`src/hdl/edf_pkg.sv`:
```
package edf_pkg;

  // Operation codes on in_operation
  localparam logic [1:0] OP_LOAD  = 2'd0;
  localparam logic [1:0] OP_TICK  = 2'd1;
  localparam logic [1:0] OP_CLEAR = 2'd2;

  // Result status codes on out_status
  localparam logic [1:0] ST_LOADED = 2'd0;
  localparam logic [1:0] ST_FULL   = 2'd1;
  localparam logic [1:0] ST_RAN    = 2'd2;
  localparam logic [1:0] ST_IDLE   = 2'd3;

  localparam int          SUM_W   = 24;
  localparam logic [23:0] SUM_MAX = 24'hFF_FFFF;
  localparam logic [15:0] F16_MAX = 16'hFFFF;

  // One task slot, kept as a single memory word
  typedef struct packed {
    logic [7:0]  id;
    logic [15:0] arrival;
    logic [15:0] deadline;
    logic [15:0] burst;
    logic [15:0] remaining;
  } task_entry_t;

endpackage

```
`src/hdl/edf_preemptive_scheduler_unit.sv`:
```
// Preemptive earliest-deadline-first scheduler.
// Input channel (in_valid/in_ready): one transaction is a command. A load stores
// a task (id, arrival, burst, deadline) in the next free slot; a tick picks the
// ready task (arrived, work left) with the smallest deadline, ties to the
// earlier arrival and then to the lower slot, runs it for one tick and advances
// time; a clear empties the table and zeroes time, counts and sums.
// Result channel (out_valid/out_ready): exactly one transaction per command,
// in command order, held in an output register until taken.
// Command flow: load, clear and unused codes go straight to the response state.
// A tick scans the table, writes back the picked task's remaining work when it
// runs one, and on completion adds the two saturating sums in S_SUB and S_SUM:
// the task table sits in one synchronous memory with a registered read port,
// and the scan reads one slot per cycle.
// One command is worked at a time; the next is accepted the cycle after the
// previous result has been loaded into the output register, so no new command
// is taken before the last one is through. A stalled receiver holds the block
// in its response state until the register frees up.
// Reset clears time, counts and sums; the table memory is not cleared, only
// slots below the task count are ever evaluated by the scan.
module edf_preemptive_scheduler_unit
  import edf_pkg::*;
#(
  parameter int MAX_TASKS = 16,
  parameter int TIME_BITS = 16
) (
  input  logic        clk,
  input  logic        rst_n,
  input  logic        in_valid,
  output logic        in_ready,
  input  logic [1:0]  in_operation,
  input  logic [7:0]  in_task_id,
  input  logic [15:0] in_arrival,
  input  logic [15:0] in_burst,
  input  logic [15:0] in_deadline,
  output logic        out_valid,
  input  logic        out_ready,
  output logic [1:0]  out_status,
  output logic [7:0]  out_task_id_res,
  output logic [15:0] out_tick_time,
  output logic        out_finished,
  output logic [15:0] out_turnaround,
  output logic [15:0] out_waiting,
  output logic [23:0] out_waiting_sum,
  output logic [23:0] out_turnaround_sum,
  output logic        out_all_done
);

  localparam int IDX_W = (MAX_TASKS > 1) ? $clog2(MAX_TASKS) : 1;
  localparam int CNT_W = $clog2(MAX_TASKS + 1);
  localparam int CMP_W = (TIME_BITS > 16) ? TIME_BITS : 16;   // time compare width
  localparam int ADD_W = ((CMP_W > SUM_W) ? CMP_W : SUM_W) + 1;

  typedef enum logic [2:0] {
    S_IDLE,
    S_SCAN,
    S_WRITE,
    S_SUB,
    S_SUM,
    S_RESP
  } state_t;

  state_t                 state_r;
  logic [CNT_W-1:0]       task_cnt_r;
  logic [CNT_W-1:0]       done_cnt_r;
  logic [TIME_BITS-1:0]   cur_time_r;
  logic [SUM_W-1:0]       wait_tot_r;
  logic [SUM_W-1:0]       tat_tot_r;

  // scan control
  logic [CNT_W-1:0]       scan_idx_r;
  logic                   rd_pend_r;
  logic [IDX_W-1:0]       rd_slot_r;
  logic                   found_r;
  logic [IDX_W-1:0]       best_slot_r;
  task_entry_t            best_r;

  // completion arithmetic
  logic [CMP_W-1:0]       tat_r;
  logic [CMP_W-1:0]       wt_r;

  // pending result fields
  logic [1:0]             res_status_r;
  logic [7:0]             res_id_r;
  logic [15:0]            res_time_r;
  logic                   res_fin_r;

  // output register
  logic                   out_valid_r;
  logic [1:0]             out_status_r;
  logic [7:0]             out_id_r;
  logic [15:0]            out_time_r;
  logic                   out_fin_r;
  logic [15:0]            out_tat_r;
  logic [15:0]            out_wt_r;
  logic [SUM_W-1:0]       out_wsum_r;
  logic [SUM_W-1:0]       out_tsum_r;
  logic                   out_done_r;

  // task memory
  task_entry_t            mem [MAX_TASKS];
  task_entry_t            mem_q_r;
  logic                   mem_we;
  logic [IDX_W-1:0]       mem_wa;
  task_entry_t            mem_wd;
  logic [IDX_W-1:0]       mem_ra;

  logic                   accept;
  logic [CMP_W-1:0]       time_ext;
  logic [15:0]            time_sat16;
  logic                   cand_ready;
  logic                   cand_better;
  logic                   scan_issue;
  logic                   scan_done;
  logic [15:0]            load_burst;
  logic [ADD_W-1:0]       tat_sum;
  logic [ADD_W-1:0]       wt_sum;
  logic [CMP_W-1:0]       burst_ext;
  logic [CMP_W-1:0]       arr_ext;

  assign in_ready = (state_r == S_IDLE);
  assign accept   = in_valid && in_ready;

  assign time_ext   = CMP_W'(cur_time_r);
  assign time_sat16 = (time_ext > CMP_W'(F16_MAX)) ? F16_MAX : time_ext[15:0];
  assign load_burst = (in_burst == 16'd0) ? 16'd1 : in_burst;

  // candidate evaluation on the word read in the previous cycle
  assign cand_ready  = (CMP_W'(mem_q_r.arrival) <= time_ext) && (mem_q_r.remaining != 16'd0);
  assign cand_better = !found_r || (mem_q_r.deadline < best_r.deadline) ||
                       ((mem_q_r.deadline == best_r.deadline) &&
                        (mem_q_r.arrival < best_r.arrival));

  assign scan_issue = (state_r == S_SCAN) && (scan_idx_r < task_cnt_r);
  assign scan_done  = (state_r == S_SCAN) && !scan_issue && !rd_pend_r;

  assign arr_ext   = CMP_W'(best_r.arrival);
  assign burst_ext = CMP_W'(best_r.burst);
  assign tat_sum   = ADD_W'(tat_tot_r) + ADD_W'(tat_r);
  assign wt_sum    = ADD_W'(wait_tot_r) + ADD_W'(wt_r);

  // memory port control; loads write at acceptance, ticks write back after
  // the scan ends, so a read never overlaps a write to the same slot
  always_comb begin
    mem_we = 1'b0;
    mem_wa = task_cnt_r[IDX_W-1:0];
    mem_wd = best_r;
    mem_ra = scan_idx_r[IDX_W-1:0];
    if (accept && (in_operation == OP_LOAD) && (task_cnt_r < CNT_W'(MAX_TASKS))) begin
      mem_we           = 1'b1;
      mem_wd.id        = in_task_id;
      mem_wd.arrival   = in_arrival;
      mem_wd.deadline  = in_deadline;
      mem_wd.burst     = load_burst;
      mem_wd.remaining = load_burst;
    end else if (state_r == S_WRITE) begin
      mem_we           = 1'b1;
      mem_wa           = best_slot_r;
      mem_wd.remaining = best_r.remaining - 16'd1;
    end
  end

  always_ff @(posedge clk) begin
    if (mem_we) begin
      mem[mem_wa] <= mem_wd;
    end
    mem_q_r <= mem[mem_ra];
  end

  always_ff @(posedge clk) begin
    if (!rst_n) begin
      state_r     <= S_IDLE;
      task_cnt_r  <= '0;
      done_cnt_r  <= '0;
      cur_time_r  <= '0;
      wait_tot_r  <= '0;
      tat_tot_r   <= '0;
      scan_idx_r  <= '0;
      rd_pend_r   <= 1'b0;
      found_r     <= 1'b0;
      out_valid_r <= 1'b0;
    end else begin
      if (out_valid_r && out_ready) begin
        out_valid_r <= 1'b0;
      end
      case (state_r)
        S_IDLE: begin
          if (accept) begin
            res_id_r   <= 8'd0;
            res_time_r <= time_sat16;
            res_fin_r  <= 1'b0;
            tat_r      <= '0;
            wt_r       <= '0;
            state_r    <= S_RESP;
            case (in_operation)
              OP_LOAD: begin
                res_id_r <= in_task_id;
                if (task_cnt_r < CNT_W'(MAX_TASKS)) begin
                  task_cnt_r   <= task_cnt_r + CNT_W'(1);
                  res_status_r <= ST_LOADED;
                end else begin
                  res_status_r <= ST_FULL;
                end
              end
              OP_TICK: begin
                scan_idx_r <= '0;
                rd_pend_r  <= 1'b0;
                found_r    <= 1'b0;
                state_r    <= S_SCAN;
              end
              OP_CLEAR: begin
                task_cnt_r   <= '0;
                done_cnt_r   <= '0;
                cur_time_r   <= '0;
                wait_tot_r   <= '0;
                tat_tot_r    <= '0;
                res_time_r   <= 16'd0;
                res_status_r <= ST_LOADED;
              end
              default: begin
                res_status_r <= ST_IDLE;
              end
            endcase
          end
        end
        S_SCAN: begin
          rd_pend_r <= scan_issue;
          if (scan_issue) begin
            rd_slot_r  <= scan_idx_r[IDX_W-1:0];
            scan_idx_r <= scan_idx_r + CNT_W'(1);
          end
          if (rd_pend_r && cand_ready && cand_better) begin
            found_r     <= 1'b1;
            best_r      <= mem_q_r;
            best_slot_r <= rd_slot_r;
          end
          if (scan_done) begin
            if (cur_time_r != {TIME_BITS{1'b1}}) begin
              cur_time_r <= cur_time_r + TIME_BITS'(1);
            end
            if (found_r) begin
              state_r <= S_WRITE;
            end else begin
              res_status_r <= ST_IDLE;
              state_r      <= S_RESP;
            end
          end
        end
        S_WRITE: begin
          // time already advanced; remaining work write-back happens here
          res_status_r <= ST_RAN;
          res_id_r     <= best_r.id;
          if (best_r.remaining == 16'd1) begin
            res_fin_r  <= 1'b1;
            done_cnt_r <= done_cnt_r + CNT_W'(1);
            tat_r      <= (time_ext > arr_ext) ? (time_ext - arr_ext) : '0;
            state_r    <= S_SUB;
          end else begin
            state_r <= S_RESP;
          end
        end
        S_SUB: begin
          wt_r      <= (tat_r > burst_ext) ? (tat_r - burst_ext) : '0;
          tat_tot_r <= (tat_sum > ADD_W'(SUM_MAX)) ? SUM_MAX : tat_sum[SUM_W-1:0];
          state_r   <= S_SUM;
        end
        S_SUM: begin
          wait_tot_r <= (wt_sum > ADD_W'(SUM_MAX)) ? SUM_MAX : wt_sum[SUM_W-1:0];
          state_r    <= S_RESP;
        end
        S_RESP: begin
          if (!out_valid_r || out_ready) begin
            out_valid_r  <= 1'b1;
            out_status_r <= res_status_r;
            out_id_r     <= res_id_r;
            out_time_r   <= res_time_r;
            out_fin_r    <= res_fin_r;
            out_tat_r    <= (tat_r > CMP_W'(F16_MAX)) ? F16_MAX : tat_r[15:0];
            out_wt_r     <= (wt_r > CMP_W'(F16_MAX)) ? F16_MAX : wt_r[15:0];
            out_wsum_r   <= wait_tot_r;
            out_tsum_r   <= tat_tot_r;
            out_done_r   <= (done_cnt_r == task_cnt_r);
            state_r      <= S_IDLE;
          end
        end
        default: begin
          state_r <= S_IDLE;
        end
      endcase
    end
  end

  assign out_valid          = out_valid_r;
  assign out_status         = out_status_r;
  assign out_task_id_res    = out_id_r;
  assign out_tick_time      = out_time_r;
  assign out_finished       = out_fin_r;
  assign out_turnaround     = out_tat_r;
  assign out_waiting        = out_wt_r;
  assign out_waiting_sum    = out_wsum_r;
  assign out_turnaround_sum = out_tsum_r;
  assign out_all_done       = out_done_r;

  // completions can never outnumber loaded tasks
  a_done_le_cnt: assert property (@(posedge clk) disable iff (!rst_n)
    done_cnt_r <= task_cnt_r)
    else $error("completed count exceeds task count");

  // a finished report only comes with a task that ran
  a_fin_ran: assert property (@(posedge clk) disable iff (!rst_n)
    (out_valid_r && out_fin_r) |-> (out_status_r == ST_RAN))
    else $error("finished flag without a run status");

  // the table is never written while a scan reads it
  a_no_wr_scan: assert property (@(posedge clk) disable iff (!rst_n)
    (state_r == S_SCAN) |-> !mem_we)
    else $error("memory write during scan");

  // the scan only picks a slot that is loaded
  a_pick_loaded: assert property (@(posedge clk) disable iff (!rst_n)
    (state_r == S_WRITE) |-> (CNT_W'(best_slot_r) < task_cnt_r))
    else $error("picked slot beyond task count");

endmodule
```
`config.mk`:
```
export PLATFORM = sky130hd
export DESIGN_NAME = edf_preemptive_scheduler_unit
export DESIGN_NICKNAME = d
export VERILOG_FILES = /design/src/hdl/edf_pkg.sv /design/src/hdl/edf_preemptive_scheduler_unit.sv
export SDC_FILE = /design/constraint.sdc
export NUM_CORES = 2
export LEC_CHECK = 0
export BUFFER_PORTS_ARGS = -buffer_cell sky130_fd_sc_hd__buf_4
export CAP_MARGIN = 20
export CELL_PAD_IN_SITES_DETAIL_PLACEMENT = 1
export CELL_PAD_IN_SITES_GLOBAL_PLACEMENT = 1
export CORE_UTILIZATION = 31
export CTS_CLUSTER_SIZE = 25
export DETAILED_ROUTE_END_ITERATION = 12
export PLACE_DENSITY = 0.58
export SYNTH_ARGS = -nofsm -noshare
export SYNTH_HDL_FRONTEND = slang
export SYNTH_SLANG_ARGS = --single-unit
```
`constraint.sdc`:
```
create_clock -name clk -period 5.5 [get_ports clk]
set_input_delay 0.55 -clock clk [delete_from_list [all_inputs] [get_ports clk]]
set_output_delay 0.55 -clock clk [all_outputs]
set_load 0.01 [all_outputs]
```
# Yosys cells after proc, flatten, opt, wreduce, memory -nomap -nowiden
# Memory sizes are Yosys's and may differ from the RTL's. A register that Yosys moved wholly into a read port is not among the register bits.
# Index checks and enable logic that the tools add are counted.
# word_totals
elab_cells	187
out_inout_bits	110
in_bits	62
latchBits	0
mem_bits_rw	1152
mem_bits_ro	0
memories	1
regBits	332
# memory_table
name	depth	word_bits	read_ports	rd_clocked_by_memory_dff	write_ports	line_no	rtl
mem	16	72	1	1	1	edf_preemptive_scheduler_unit.sv:100	task_entry_t mem [MAX_TASKS];
# op_classes
n_reduce_logical	45
add_sub_neg	9
muxes	65
n_bitwise	0
n_shift	0
n_lt_le_gt_ge	12
n_eq_ne	23
n_mul	0
div_mod_pow	0
# op_table
cell	n
$mux 16	12
$mux 24	4
$pmux 16 s2	3
$pmux 24 s2	2
$mux 56	1
$add 24x16->25	2
$gt 25x24->1 const B	2
$gt 16x16->1 const B	3
$mux 5	7
$gt 16x16->1	2
$lt 16x16->1	2
$sub 16x16->16	2
$pmux 5 s2	3
$reduce_and 3->1	10
$reduce_and 4->1	5
$mux 3	6
$pmux 3 s6	1
$add 16x1->16 const B	1
$eq 16x1->1 const B	1
$eq 16x16->1	1
$le 16x16->1	1
$logic_not 16->1	1
$mux 8	2
$ne 16x16->1 const B	1
28 further kinds	79

# Longest topological paths before layout
# logic_depth
word_depth	7
depth_mapped	11

# Worst setup path before layout
# Ideal clock, no wire load.
# synth_path
kind	flip-flop to flip-flop
from	register state_r[0]
to	register out_done_r, in the netlist out_all_done (enable)
arrival_ns	5.531
period_less_slack_ns	6.106
t_required_ns	4.924
slack_ns	-0.606
stages_incl_launch_ff	6
path_buffers	2
path_cell_list	dfxtp_1 -> buf_2 -> clkbuf_1 -> nor2b_1 -> nand2_1 -> nor2_1
# synth_between
elab_chain_cells	2
# synth_lines
item	line_no	rtl
from (decl)	edf_preemptive_scheduler_unit.sv:62	state_t state_r;
from (signal assigned)	edf_preemptive_scheduler_unit.sv:171	state_r <= S_IDLE;
from (signal assigned)	edf_preemptive_scheduler_unit.sv:193	state_r <= S_RESP;
from (signal assigned)	edf_preemptive_scheduler_unit.sv:208	state_r <= S_SCAN;
$eq 3x3->1	edf_preemptive_scheduler_unit.sv:185	case (state_r)
$reduce_and 3->1 (no source line)	--	
to (signal assigned)	edf_preemptive_scheduler_unit.sv:281	out_done_r <= (done_cnt_r == task_cnt_r);
to (decl)	edf_preemptive_scheduler_unit.sv:97	logic out_done_r;
# Every way passes these cells.
# A chain may end at the register's enable or synchronous reset.

# Worst setup path after layout
# layout_path
from	register state_r[1]
to	memory mem[14][62] in the netlist's numbering (enable)
# layout_between
elab_chain_cells	7
# layout_lines
item	line_no	rtl
$logic_not 3->1	edf_preemptive_scheduler_unit.sv:120	assign in_ready = (state_r == S_IDLE);
$logic_and 1x1->1	edf_preemptive_scheduler_unit.sv:121	assign accept = in_valid && in_ready;
$logic_and 1x1->1 (2 in a row)	edf_preemptive_scheduler_unit.sv:148	if (accept && (in_operation == OP_LOAD) && (task_cnt_r < CNT_W'(MAX_TASKS))) begin
$mux 1	edf_preemptive_scheduler_unit.sv:148	
$mux 1	edf_preemptive_scheduler_unit.sv:163	if (mem_we) begin
$mux 1 (not written as such)	edf_preemptive_scheduler_unit.sv:164	mem[mem_wa] <= mem_wd;
to (decl)	edf_preemptive_scheduler_unit.sv:100	
# Parallel ways exist; a longest one is shown, timed or not.

==> flow_summary_export.csv <==
group,metric,value,unit
drt,detail_route.first_pass.iterations,5,
global_routing,global_route_usage_sum,16.38,%
drt,drc,0,
timing,setup-tns-final,0,ps
synth,yosysWarningCount,0,
timing,fmaxAchievable,259.9,MHz
placed_design,globalplace.congestion,0.8142,
flow_run,max_cap_violations,0,
worst_setup_path,criticalPathCategory,"reg -> reg",
finish,sequential_cell_area,45170,um^2
timing,rsz_0062_raised_after_global_routing,"false",
timing,final-max-slew-violation-count,0,
clocking,clk_transition_reported_paths,60,ps
clocking,clk-insertion-delay-late,810,ps
synth,avgSynthCellArea,18.59,um^2
drt,via_per_inst,5.032,
synth,synthCells,3332,
global_routing,use_met1,22.14,%
global_routing,grt_max_degree,113,
power_and_ir_drop,irDropWorstVdd,0.3415,mV
worst_setup_path,timing.critical_path.fanout_max,30,
timing,finalSetupViolations,0,
synth,yosys.cell_count.top_type,"edfxtp_1",
worst_setup_path,cp.required,5920,ps
clocking,cts.htree.levels,4,
worst_setup_path,critPathCaptureType,"flop",
clocking,number_of_buffers_created_by_cts,162,
clocking,clock_tree.root_cell,"clkbuf_16",
global_routing,grt-ovfl-total,0,
global_routing,grt-busiest-layer,"met2",
global_routing,use_met2,26.69,%
synth,postSynthRegisterBits,1556,
drt,drt-total-wl,166500,um
clocking,post_cts.resized_instances,0,
synth,synthDominantCellAreaShare,67.81,%
timing,slew_headroom,22.02,%
floorplanning,horiz_die_dim,449.0,um
floorplanning,floorplan.rows,163,
floorplanning,starting_density,31.32,%
floorplanning,die_area,201600,um^2
timing,final_hold_viol_count,0,
global_routing,vias_in_the_first_global_route,33871,
synth,postSynth.asyncResetShare,0,%
synth,synthesis.nets,3519,
synth,syn_area,61950,um^2
finish,drive_above_1_share,25.12,%
synth,synth.top_cells.by_count,"edfxtp_1, mux4_2, dfxtp_1, nand2_1, nor2_1",
synth,synth_enable_flop_cells,1399,
worst_setup_path,cp_data_arrival_time,4270,ps
synth,netlist.top_cell.by_area,"edfxtp_1",
finish,layout.nets,3853,
power_and_ir_drop,cellLeakagePower,23.57,nW
synth,ys_top_cells_by_area,"edfxtp_1, mux4_2, dfxtp_1",
placed_design,placed_cell_area,67330,um^2
timing,min_period,3847,ps
floorplanning,placeable_core_area,197800,um^2
clocking,tritoncts_num_sinks,1556,
global_routing,use_met3,2.766,%
drt,routed-via-count,32432,
timing,worst_clock_skew,36.74,ps
clocking,post_cts_setup_inserts,0,
global_routing,grt_first_pass_wirelength,240800,um
synth,synthDistinctLibCells,82,
floorplanning,num_io_pins,172,
timing,final_min_period_over_clock_period,69.95,%
drt,drt_iter0_drc,2603,
synth,synth_top_flop_cell,"edfxtp_1",
finish,n_fill_cell,19662,
floorplanning,die_y,449.0,um
drt,wire_per_inst,25.83,um
drt,ant_nets,0,
finish,flow.area_growth_from_synthesis,17.42,%
timing,max_slew.worst_pin.slew,1170,ps
global_routing,antenna_found_initial,5,
clocking,cts.path.max_buffers,3,
power_and_ir_drop,power_density,341.4,nW/um^2
min_path,min-delay-path-class,"in -> reg",
finish,antenna-diode-count,0,
status,outcome,"completed",
clocking,cts_tree,"yes",
placed_design,dp.final_hpwl,99390,um
finish,layout.cell_area.non_filler,72740,um^2
worst_setup_path,critical_path.startpoint_type,"flop",
placed_design,port_buffers,171,
synth,yosysSeqAreaShare,72.89,%
finish,multi_input_comb_area,16040,um^2
[worst paths after layout]
path                                     from           end  slack (ps)  cells past startpoint
worst max-delay path               state_r[1]   mem[14][62]        1650                      8
worst min-delay path            in_task_id[1]   res_id_r[1]          80                      3
worst max register to register     state_r[1]   mem[14][62]        1650                      8
worst min register to register    mem_q_r[19]  burst_ext[3]         400                      0
[what timing repair did]
item,4_1_cts,5_1_grt
hold endpoints to repair,1,0
hold buffers,1,0
endpoints found under the setup margin,0,0
[cell type report]
| cell class | count | share of cell area (%) |
|---|---|---|
| Inverter | 105 | 0.5418 |
| Tap cell | 2640 | 4.541 |
| Sequential cell | 1556 | 62.09 |
| Multi-Input combinational cell | 1537 | 22.05 |
| Timing Repair Buffer | 304 | 3.388 |
| Clock inverter | 78 | 1.113 |
| Clock buffer | 225 | 6.278 |
[worst max-delay path, cell delays in order (launching register included)]
cell     delay, ps
dfxtp_1        590
inv_1          200
or3_1          410
buf_4          270
nor2_1         140
a22oi_1        110
buf_4          210
nor2_4         810
buf_4          700
[routing by layer]
| layer | wire (um) | vias to the layer above |
|---|---|---|
| li1 | - | 14169 |
| met1 | 72990 | 17165 |
| met2 | 80290 | 849 |
| met3 | 8180 | 249 |
| met4 | 4994 | 0 |
| met5 | 0 | - |
[cell families after synthesis]
group           Yosys count  synth area share [%]
simple gates            534                 4.229
flops                  1556                 72.89
fa+ha+maj               125                 2.573
xor+xnor                 78                 1.103
mux                     371                 13.27
buf+inv                 239                 1.484
compound gates          429                 4.459
[power breakdown]
group          internal (mW)  switching, mW
clock network           6.43           4.60
logic                  0.311          0.489
registers               12.9         0.0854
[stage by stage]
stage          util [%]  total power, mW  cells  hold WS, ps  worst slack (ps)
2_1_floorplan         -            13.69   3332        385.5             131.6
3_3_place_gp      34.00            14.04   6127        385.4              1651
3_5_place_dp      34.03            14.06   6138        389.7              1601
4_1_cts           36.76            25.13   6442        7.734              1590
5_1_grt           36.77            25.58   6445        51.72              1435
6_report          36.77            24.83   6445        77.90              1653
[sequential cells by signal, summed over array words and instances (netlist names), 24 cells and up]
register	count
tat_tot_r	24
best_r	40
out_waiting_sum	24
out_turnaround_sum	24
mem	1152
mem_q_r	72
wait_tot_r	24
[placed cells by master (no fill, tap or decap), drive strengths merged, types with 6 or more instances in the layout]
cell type,n
and2,10
nand2b,15
nor4,31
a21o,61
edfxtp,1399
ha,121
mux2i,11
and3,12
bufinv,13
inv,107
buf,303
nor3,44
o31a,7
nand2,154
a21oi,101
dfxtp,157
mux4,360
a211o,6
nor2b,20
a41oi,6
xnor2,48
o211ai,11
a31oi,24
clkbuf,225
nor2,141
a211oi,13
nand4,25
o21ai,120
clkinvlp,7
nand3,43
xor2,30
o21a,17
clkinv,56
or3,15
Note: power is estimated with default switching activity, not from simulation.
